==> config.mk <==
export PLATFORM = sky130hd
export DESIGN_NAME = prpc_cell
export DESIGN_NICKNAME = d
export VERILOG_FILES = /design/src/rtl/prpc_pkg.sv /design/src/rtl/prpc_cell.sv
export SDC_FILE = /design/constraint.sdc
export NUM_CORES = 1
export LEC_CHECK = 0
export ABC_AREA = 0
export BUFFER_PORTS_ARGS = -buffer_cell sky130_fd_sc_hd__buf_2
export CELL_PAD_IN_SITES_DETAIL_PLACEMENT = 1
export CELL_PAD_IN_SITES_GLOBAL_PLACEMENT = 1
export CORE_MARGIN = 10
export CORE_UTILIZATION = 23
export DETAILED_ROUTE_END_ITERATION = 10
export PLACE_DENSITY = 0.53
export SLEW_MARGIN = 20
export SYNTH_ARGS = -nofsm -noshare
export SYNTH_HDL_FRONTEND = slang
export SYNTH_SLANG_ARGS = --single-unit
==> constraint.sdc <==
create_clock -name clk -period 6.3 [get_ports clk]
set_input_delay 0.945 -clock clk [delete_from_list [all_inputs] [get_ports clk]]
set_output_delay 0.945 -clock clk [all_outputs]
set_load 0.02 [all_outputs]
==> src/rtl/prpc_pkg.sv <==
// ----------------------------------------------------------------------------
// prpc_pkg
// Shared widths, register codes and types of the point rotate/project unit.
// ----------------------------------------------------------------------------
package prpc_pkg;

  localparam int COORD_W = 16;
  localparam int FRAC_BITS = 14;
  localparam int TRIG_W = 16;
  localparam int FOCAL_W = 8;
  localparam int DIST_W = 17;
  localparam int SCREEN_W = 13;
  localparam int CFG_IDX_W = 3;
  localparam int CFG_DATA_W = 17;
  localparam int ROT_W = 20;
  localparam int DEN_W = 20;
  localparam int NUM_W = 27;
  localparam int OUT_W = 16;

  localparam logic [CFG_IDX_W-1:0] REG_COS_YAW = 3'd0;
  localparam logic [CFG_IDX_W-1:0] REG_SIN_YAW = 3'd1;
  localparam logic [CFG_IDX_W-1:0] REG_COS_PITCH = 3'd2;
  localparam logic [CFG_IDX_W-1:0] REG_SIN_PITCH = 3'd3;
  localparam logic [CFG_IDX_W-1:0] REG_FOCAL = 3'd4;
  localparam logic [CFG_IDX_W-1:0] REG_DIST = 3'd5;
  localparam logic [CFG_IDX_W-1:0] REG_WIDTH = 3'd6;
  localparam logic [CFG_IDX_W-1:0] REG_HEIGHT = 3'd7;

  typedef struct packed {
    logic signed [TRIG_W-1:0] cos_yaw;
    logic signed [TRIG_W-1:0] sin_yaw;
    logic signed [TRIG_W-1:0] cos_pitch;
    logic signed [TRIG_W-1:0] sin_pitch;
    logic [FOCAL_W-1:0] focal_scale;
    logic [DIST_W-1:0] viewer_distance;
    logic [SCREEN_W-1:0] screen_width;
    logic [SCREEN_W-1:0] screen_height;
  } cfg_t;

  typedef struct packed {
    logic [DEN_W-1:0] rem_col;
    logic [DEN_W-1:0] rem_row;
    logic [NUM_W-1:0] num_col;
    logic [NUM_W-1:0] num_row;
    logic [NUM_W-1:0] quo_col;
    logic [NUM_W-1:0] quo_row;
    logic neg_col;
    logic neg_row;
    logic [DEN_W-1:0] den;
    logic behind;
  } div_t;

endpackage

==> src/rtl/prpc_cell.sv <==
// ----------------------------------------------------------------------------
// prpc_cell
// One restoring divide step for column and row, with its own pipeline register.
// ----------------------------------------------------------------------------
module prpc_cell (
  input  logic clk,
  input  logic rst,
  input  logic in_valid,
  output logic in_ready,
  input  prpc_pkg::div_t in_data,
  output logic out_valid,
  input  logic out_ready,
  output prpc_pkg::div_t out_data
);

  logic [prpc_pkg::DEN_W:0] trial_col;
  logic [prpc_pkg::DEN_W:0] trial_row;
  logic ge_col;
  logic ge_row;
  prpc_pkg::div_t data_next;

  always_comb begin
    trial_col = {in_data.rem_col, in_data.num_col[prpc_pkg::NUM_W-1]};
    trial_row = {in_data.rem_row, in_data.num_row[prpc_pkg::NUM_W-1]};
    ge_col = trial_col >= {1'b0, in_data.den};
    ge_row = trial_row >= {1'b0, in_data.den};
    data_next = in_data;
    data_next.rem_col = ge_col ? prpc_pkg::DEN_W'(trial_col - {1'b0, in_data.den})
                               : trial_col[prpc_pkg::DEN_W-1:0];
    data_next.rem_row = ge_row ? prpc_pkg::DEN_W'(trial_row - {1'b0, in_data.den})
                               : trial_row[prpc_pkg::DEN_W-1:0];
    data_next.num_col = {in_data.num_col[prpc_pkg::NUM_W-2:0], 1'b0};
    data_next.num_row = {in_data.num_row[prpc_pkg::NUM_W-2:0], 1'b0};
    data_next.quo_col = {in_data.quo_col[prpc_pkg::NUM_W-2:0], ge_col};
    data_next.quo_row = {in_data.quo_row[prpc_pkg::NUM_W-2:0], ge_row};
  end

  assign in_ready = !out_valid || out_ready;

  always_ff @(posedge clk) begin
    if (rst) begin
      out_valid <= 1'b0;
    end else if (in_ready) begin
      out_valid <= in_valid;
    end
  end

  always_ff @(posedge clk) begin
    if (in_ready && in_valid) begin
      out_data <= data_next;
    end
  end

endmodule

==> results.cfg, run 1 <==
[timing]
min_period_ns = 3.99
setup_viol = 0
timing.slew.headroom_pct = 34.3
finalCritPeriodShare_pct = 63.3
hold_violations = 0
max_freq_ghz = 0.251
rsz0062_at_grt = no
final.setup.tns_ns = 0
drv_slew = 0
worst_slew_pin_slew_ns = 0.985
fin_worst_skew_ns = 0.00880
holdWs_ns = 0.530

[layout]
fillers = 3772
area.growth.synth_to_final_pct = 36.5
drive_gt1_share_pct = 44.5
layout_common_cells = buf_2 (343), edfxtp_1 (169), ha_1 (40)
final_common_cell = buf_2
multi_input_area_mm2 = 0.00243
stdcell_area_mm2 = 0.0106
nets = 1117
regArea_mm2 = 0.00509

[cts]
root_buffer = clkbuf_16
cts-resized-gates = 0
clkLatencyLatePin_ns = 0.44
hold_buffers = 0
cts.sinks = 170
htreeDepth = 4
cts_buffers = 17
clk_pin_slew_ns = 0.07
postCtsSetupBuffers = 0
cts_buffer_depth = 2
cts_tree = done

[global_route]
grt_pass1_vias = 6077
antenna_found_initial = 7
overflow = 0
grt_pass1_wl_um = 42000
grt_max_degree = 119
grt_usage_pct = 13.8

[floorplan]
fp.dieW_um = 203
core-area_mm2 = 0.0334
dieArea_mm2 = 0.0414
die_h_um = 203
initial_core_util_pct = 23.2
rows = 67
io_pins = 348

[critical_path]
startpoint_type = input port
path_cells = buf_2, inv_1, ha_1, nor2b_1, o31a_1, o41ai_2, o21ai_0, a41oi_1, a41o_1, mux2_4
slowest_delay_ns = 0.86
worst_setup_path_end_kind = flip-flop
critPathArrivalTime_ns = 4.17
critical_path_peak_fanout = 22
cp.required_ns = 6.48
critPathKind = in -> reg
cp_slowest_cell = a41o_1

[power_and_ir_drop]
p_switching_mw = 0.916
power_frac_seq_pct = 45.5
power_density_mw_per_mm2 = 286
p_int_mw = 2.10
total_power_mw = 3.02
ir_worst_vdd_mv = 0.174
sw_frac_of_total_pct = 30.4
p_leak_nw = 4.53
pwr-share-comb_pct = 19.6
power_frac_clock_pct = 34.9

[synth]
ys_types = 55
syn_inst = 543
synth_ff_type = edfxtp_1
synth_seq_cells = 170
synth.avg_cell_area_um2 = 14.3
synth-edff-count = 169
syn-cell-area_mm2 = 0.00774
seq_area_frac_synth_pct = 65.8
ys_async_sr_fraction_pct = 0
synth_top_area_share_pct = 65.6
synth_area_leaders = edfxtp_1 (66%), ha_1 (6.5%), nand2_1 (1.8%)
yosys.area.top_type = edfxtp_1
yosys_warnings = 0

[routing]
drt_iter0_drc = 229
ant_nets = 0
routed-via-count = 5831
drc = 0
first_pass_iters = 4
viasPerCell = 4.28
routed_wl_um = 29800
drt-wirelength-per-cell_um = 21.8

[outcome]
status = complete, no violations

[place]
finalWeightedCongestion = 0.802
io_buffers = 343
dp_hpwl_um = 24600
placed_area_mm2 = 0.00998

[min_path]
hold_class = reg -> reg

[run]
maxCapViolations = 0
==> power groups by stage <==
stage | logic, mW | registers (mW) | clock network, mW
3_5_place_dp | 0.606 | 1.40 | 0
5_1_grt | 0.653 | 1.38 | 1.14
2_1_floorplan | 0.261 | 1.52 | 0
6_report | 0.591 | 1.37 | 1.05
3_3_place_gp | 0.602 | 1.40 | 0
4_1_cts | 0.609 | 1.37 | 1.10
==> synthesized netlist by cell type (all sizes together) (3+ instances only) <==
cell / count
o211ai: 4
nand3: 8
inv: 37
nand2: 38
nor3: 10
a211oi: 6
o21a: 8
and2: 5
a21boi: 3
nor2b: 7
o21bai: 3
mux2: 19
a21oi: 28
buf: 10
nor2: 20
a21o: 15
ha: 40
o21ai: 36
nand4: 7
o31ai: 7
edfxtp: 169
xor2: 10
nand2b: 5
a31oi: 3
mux2i: 5
and3: 3
xnor2: 14
==> critical path, delay by kind of cell <==
family,cells,cell delay [ns]
compound gates,5,2.09
fa+ha+maj,1,0.32
buf+inv,2,0.28
mux,1,0.35
simple gates,1,0.15
==> metrics by stage <==
stage,util [%],std cells,setup slack [ns]
final,31.7,1362,2.31
after global routing,31.6,1361,1.96
after CTS,31.6,1361,2.17
after detailed placement,29.9,1329,1.70
after global placement,29.9,1329,1.73
after floorplan,-,544,0.645
==> sequential cells by signal, summed over array words and instances (netlist names) <==
name / count
out_data: 169
out_valid: 1
==> layer usage <==
metal	vias to the layer above	share of wire, %	track usage [%]
met5	-	0.26	0
met3	21	8.5	5.55
met1	2822	40	15.3
met2	208	50	24.4
li1	2768	-	-
met4	12	0.79	2.96
==> path summary, 6_finish.rpt <==
kind | from | end | slack [ns] | depth (start not counted)
worst min register to register | out_valid | out_valid | 0.53 | 2
worst max-delay path | in_data[2] | out_data[154] | 2.31 | 10
worst min-delay path | out_valid | out_valid | 0.53 | 2
worst max register to register | out_valid | out_data[23] | 4.22 | 3
==> cells by family (layout without fill, tap and decap cells) <==
group / Yosys count / count (layout) / share of synthesized area [%]
fa+ha+maj: 42 / 42 / 6.98
simple gates: 112 / 112 / 7.13
xor+xnor: 24 / 24 / 2.72
other cells: 1 / 3 / 0.0485
compound gates: 123 / 123 / 10.8
mux: 24 / 24 / 3.56
flops: 170 / 170 / 65.8
buf+inv: 47 / 416 / 2.89
==> layout make-up <==
| class | instances | share of cell area [%] |
|---|---|---|
| antenna | 1 | 0.0237 |
| clock buffer | 17 | 4.03 |
| clock inverter | 15 | 1.45 |
| inverter | 37 | 1.32 |
| multi-input combinational | 327 | 23.0 |
| sequential | 170 | 48.2 |
| tap | 448 | 5.31 |
| timing repair buffer | 347 | 16.7 |
Power figures use the tool's default switching activity.
==> inputs of run 2 (changes only) <==
==> constraint.sdc (replaced) <==
create_clock -name clk -period 3.7 [get_ports clk]
set_input_delay 0.555 -clock clk [delete_from_list [all_inputs] [get_ports clk]]
set_output_delay 0.555 -clock clk [all_outputs]
set_load 0.02 [all_outputs]
==> run 2 against run 1 <==
  * Highest routed layer unchanged
  * Largest cell class unchanged
  * Critical path depth is 2 higher
  * Total power is 80% higher
  * Via count hardly changed
==> results.cfg, run 2 (synthesis gave the netlist of run 1 again) <==
[outcome]
status = complete, no violations

[routing]
routed_wl_um = 29900
viasPerCell = 4.24
routed-via-count = 5832
drc = 0
ant_nets = 0
first_pass_iters = 5
drt-wirelength-per-cell_um = 21.7
drt_iter0_drc = 195

[critical_path]
path_cells = buf_2, inv_1, ha_1, a21o_1, a21oi_1, o21bai_1, nor3_2, nor3_2, a211oi_2, o21a_2, buf_12, mux2_2
slowest_delay_ns = 0.38
critPathArrivalTime_ns = 3.18
cp.required_ns = 3.89
crit_family = compound AO/OA/AOI/OAI gates
cpMostUsedCell = nor3_2
worst_setup_path_end_kind = flip-flop
critPathKind = in -> reg
startpoint_type = input port
cp_slowest_cell = ha_1
crit_buf_inv = 3
critical_path_peak_fanout = 20

[layout]
fillers = 3740
reg_top3 = out_data x169, out_valid x1
area.growth.synth_to_final_pct = 39.1
regMostFlops = out_data
instances_no_fill = 1374
largest_reg_flops = 169
final_common_cell = buf_2
drive_gt1_share_pct = 44.8
nets = 1126
layout_common_cells = buf_2 (343), edfxtp_1 (169), ha_1 (40)

[cts]
root_buffer = clkbuf_16
htreeDepth = 4
postCtsSetupBuffers = 0
cts_tree = done
cts.sinks = 170
clkLatencyLatePin_ns = 0.44
cts_buffers = 17
cts-resized-gates = 0
hold_buffers = 0
clk_pin_slew_ns = 0.06
cts_buffer_depth = 2

[timing]
final.setup.tns_ns = 0
hold_violations = 0
min_period_ns = 2.99
rsz0062_at_grt = no
finalCritPeriodShare_pct = 80.8
setup_viol = 0
timing.slew.headroom_pct = 53.1
worst_slew_pin_slew_ns = 0.685
max_freq_ghz = 0.334
drv_slew = 0
fin_worst_skew_ns = 0.00916

[global_route]
overflow = 0
grt_pass1_wl_um = 42400
grt_max_degree = 44
antenna_found_initial = 13
grt_pass1_vias = 6127
grt_usage_pct = 14.1

[place]
finalWeightedCongestion = 0.793
dp_hpwl_um = 25000
place_inst = 1338
io_buffers = 343

[floorplan]
dieArea_mm2 = 0.0414
fp.dieW_um = 203
io_pins = 348
initial_core_util_pct = 23.2
rows = 67
core-area_mm2 = 0.0334
die_h_um = 203

[power_and_ir_drop]
ir_worst_vdd_mv = 0.317
p_leak_nw = 4.63
power_density_mw_per_mm2 = 505

[run]
maxCapViolations = 0

[min_path]
hold_class = in -> reg
-- run 2: power breakdown --
| part | internal, mW | switching (mW) | leakage (nW) | total [mW] |
|---|---|---|---|---|
| combinational | 0.391 | 0.641 | 2.66 | 1.03 |
| sequential | 2.30 | 0.0319 | 1.64 | 2.34 |
| clock | 1.27 | 0.792 | 0.325 | 2.07 |
| total | 3.97 | 1.46 | 4.63 | 5.43 |
-- run 2: worst paths after layout --
kind               from  slack [ns]  cells past startpoint       endpoint
max reg2reg   out_valid        1.89                      3  out_data[134]
min                 rst        0.27                      2      out_valid
max          in_data[7]        0.71                     12  out_data[137]
min reg2reg   out_valid        0.52                      2      out_valid
-- run 2: metal layers --
layer  routed length (um)  up-vias  GRT usage, %  share of wire (%)
li1                     -     2794             -                  -
met1                12000     2789          15.4                 40
met2                14900      211          24.6                 50
met3                 2670       26          6.31                8.9
met4                  225       12          3.09               0.75
met5                   92        -             0               0.31
-- run 2: metrics by stage --
step           power, mW  hold slack [ns]  cell area [um^2]  utilization (%)  worst slack (ns)
3_5_place_dp        3.43            0.514             10100             30.2             0.240
5_1_grt             5.71            0.249             10800             32.2             0.481
2_1_floorplan       3.02            0.624              7740                -             0.315
6_report            5.43            0.267             10800             32.3             0.709
3_3_place_gp        3.42            0.502             10100             30.2             0.267
4_1_cts             5.54            0.237             10800             32.2             0.698
-- run 2: worst reg2reg max path: cells and delay by family, from the launching register on --
family | cells | cell delay, ns
AND/OR/NAND/NOR | 2 | 0.64
flip-flops | 1 | 0.31
buffers and inverters | 1 | 0.49
-- run 2: area by class of cell --
cell class / count / area, um^2 / area share (%)
flip-flops and latches: 170 / 5090 / 47.3
multi-input cells: 327 / 2430 / 22.5
repair buffers: 356 / 1860 / 17.3
well taps: 448 / 561 / 5.21
clock buffers: 18 / 429 / 3.99
clock inverters: 13 / 239 / 2.22
inverters: 37 / 139 / 1.29
diodes: 5 / 12.5 / 0.116
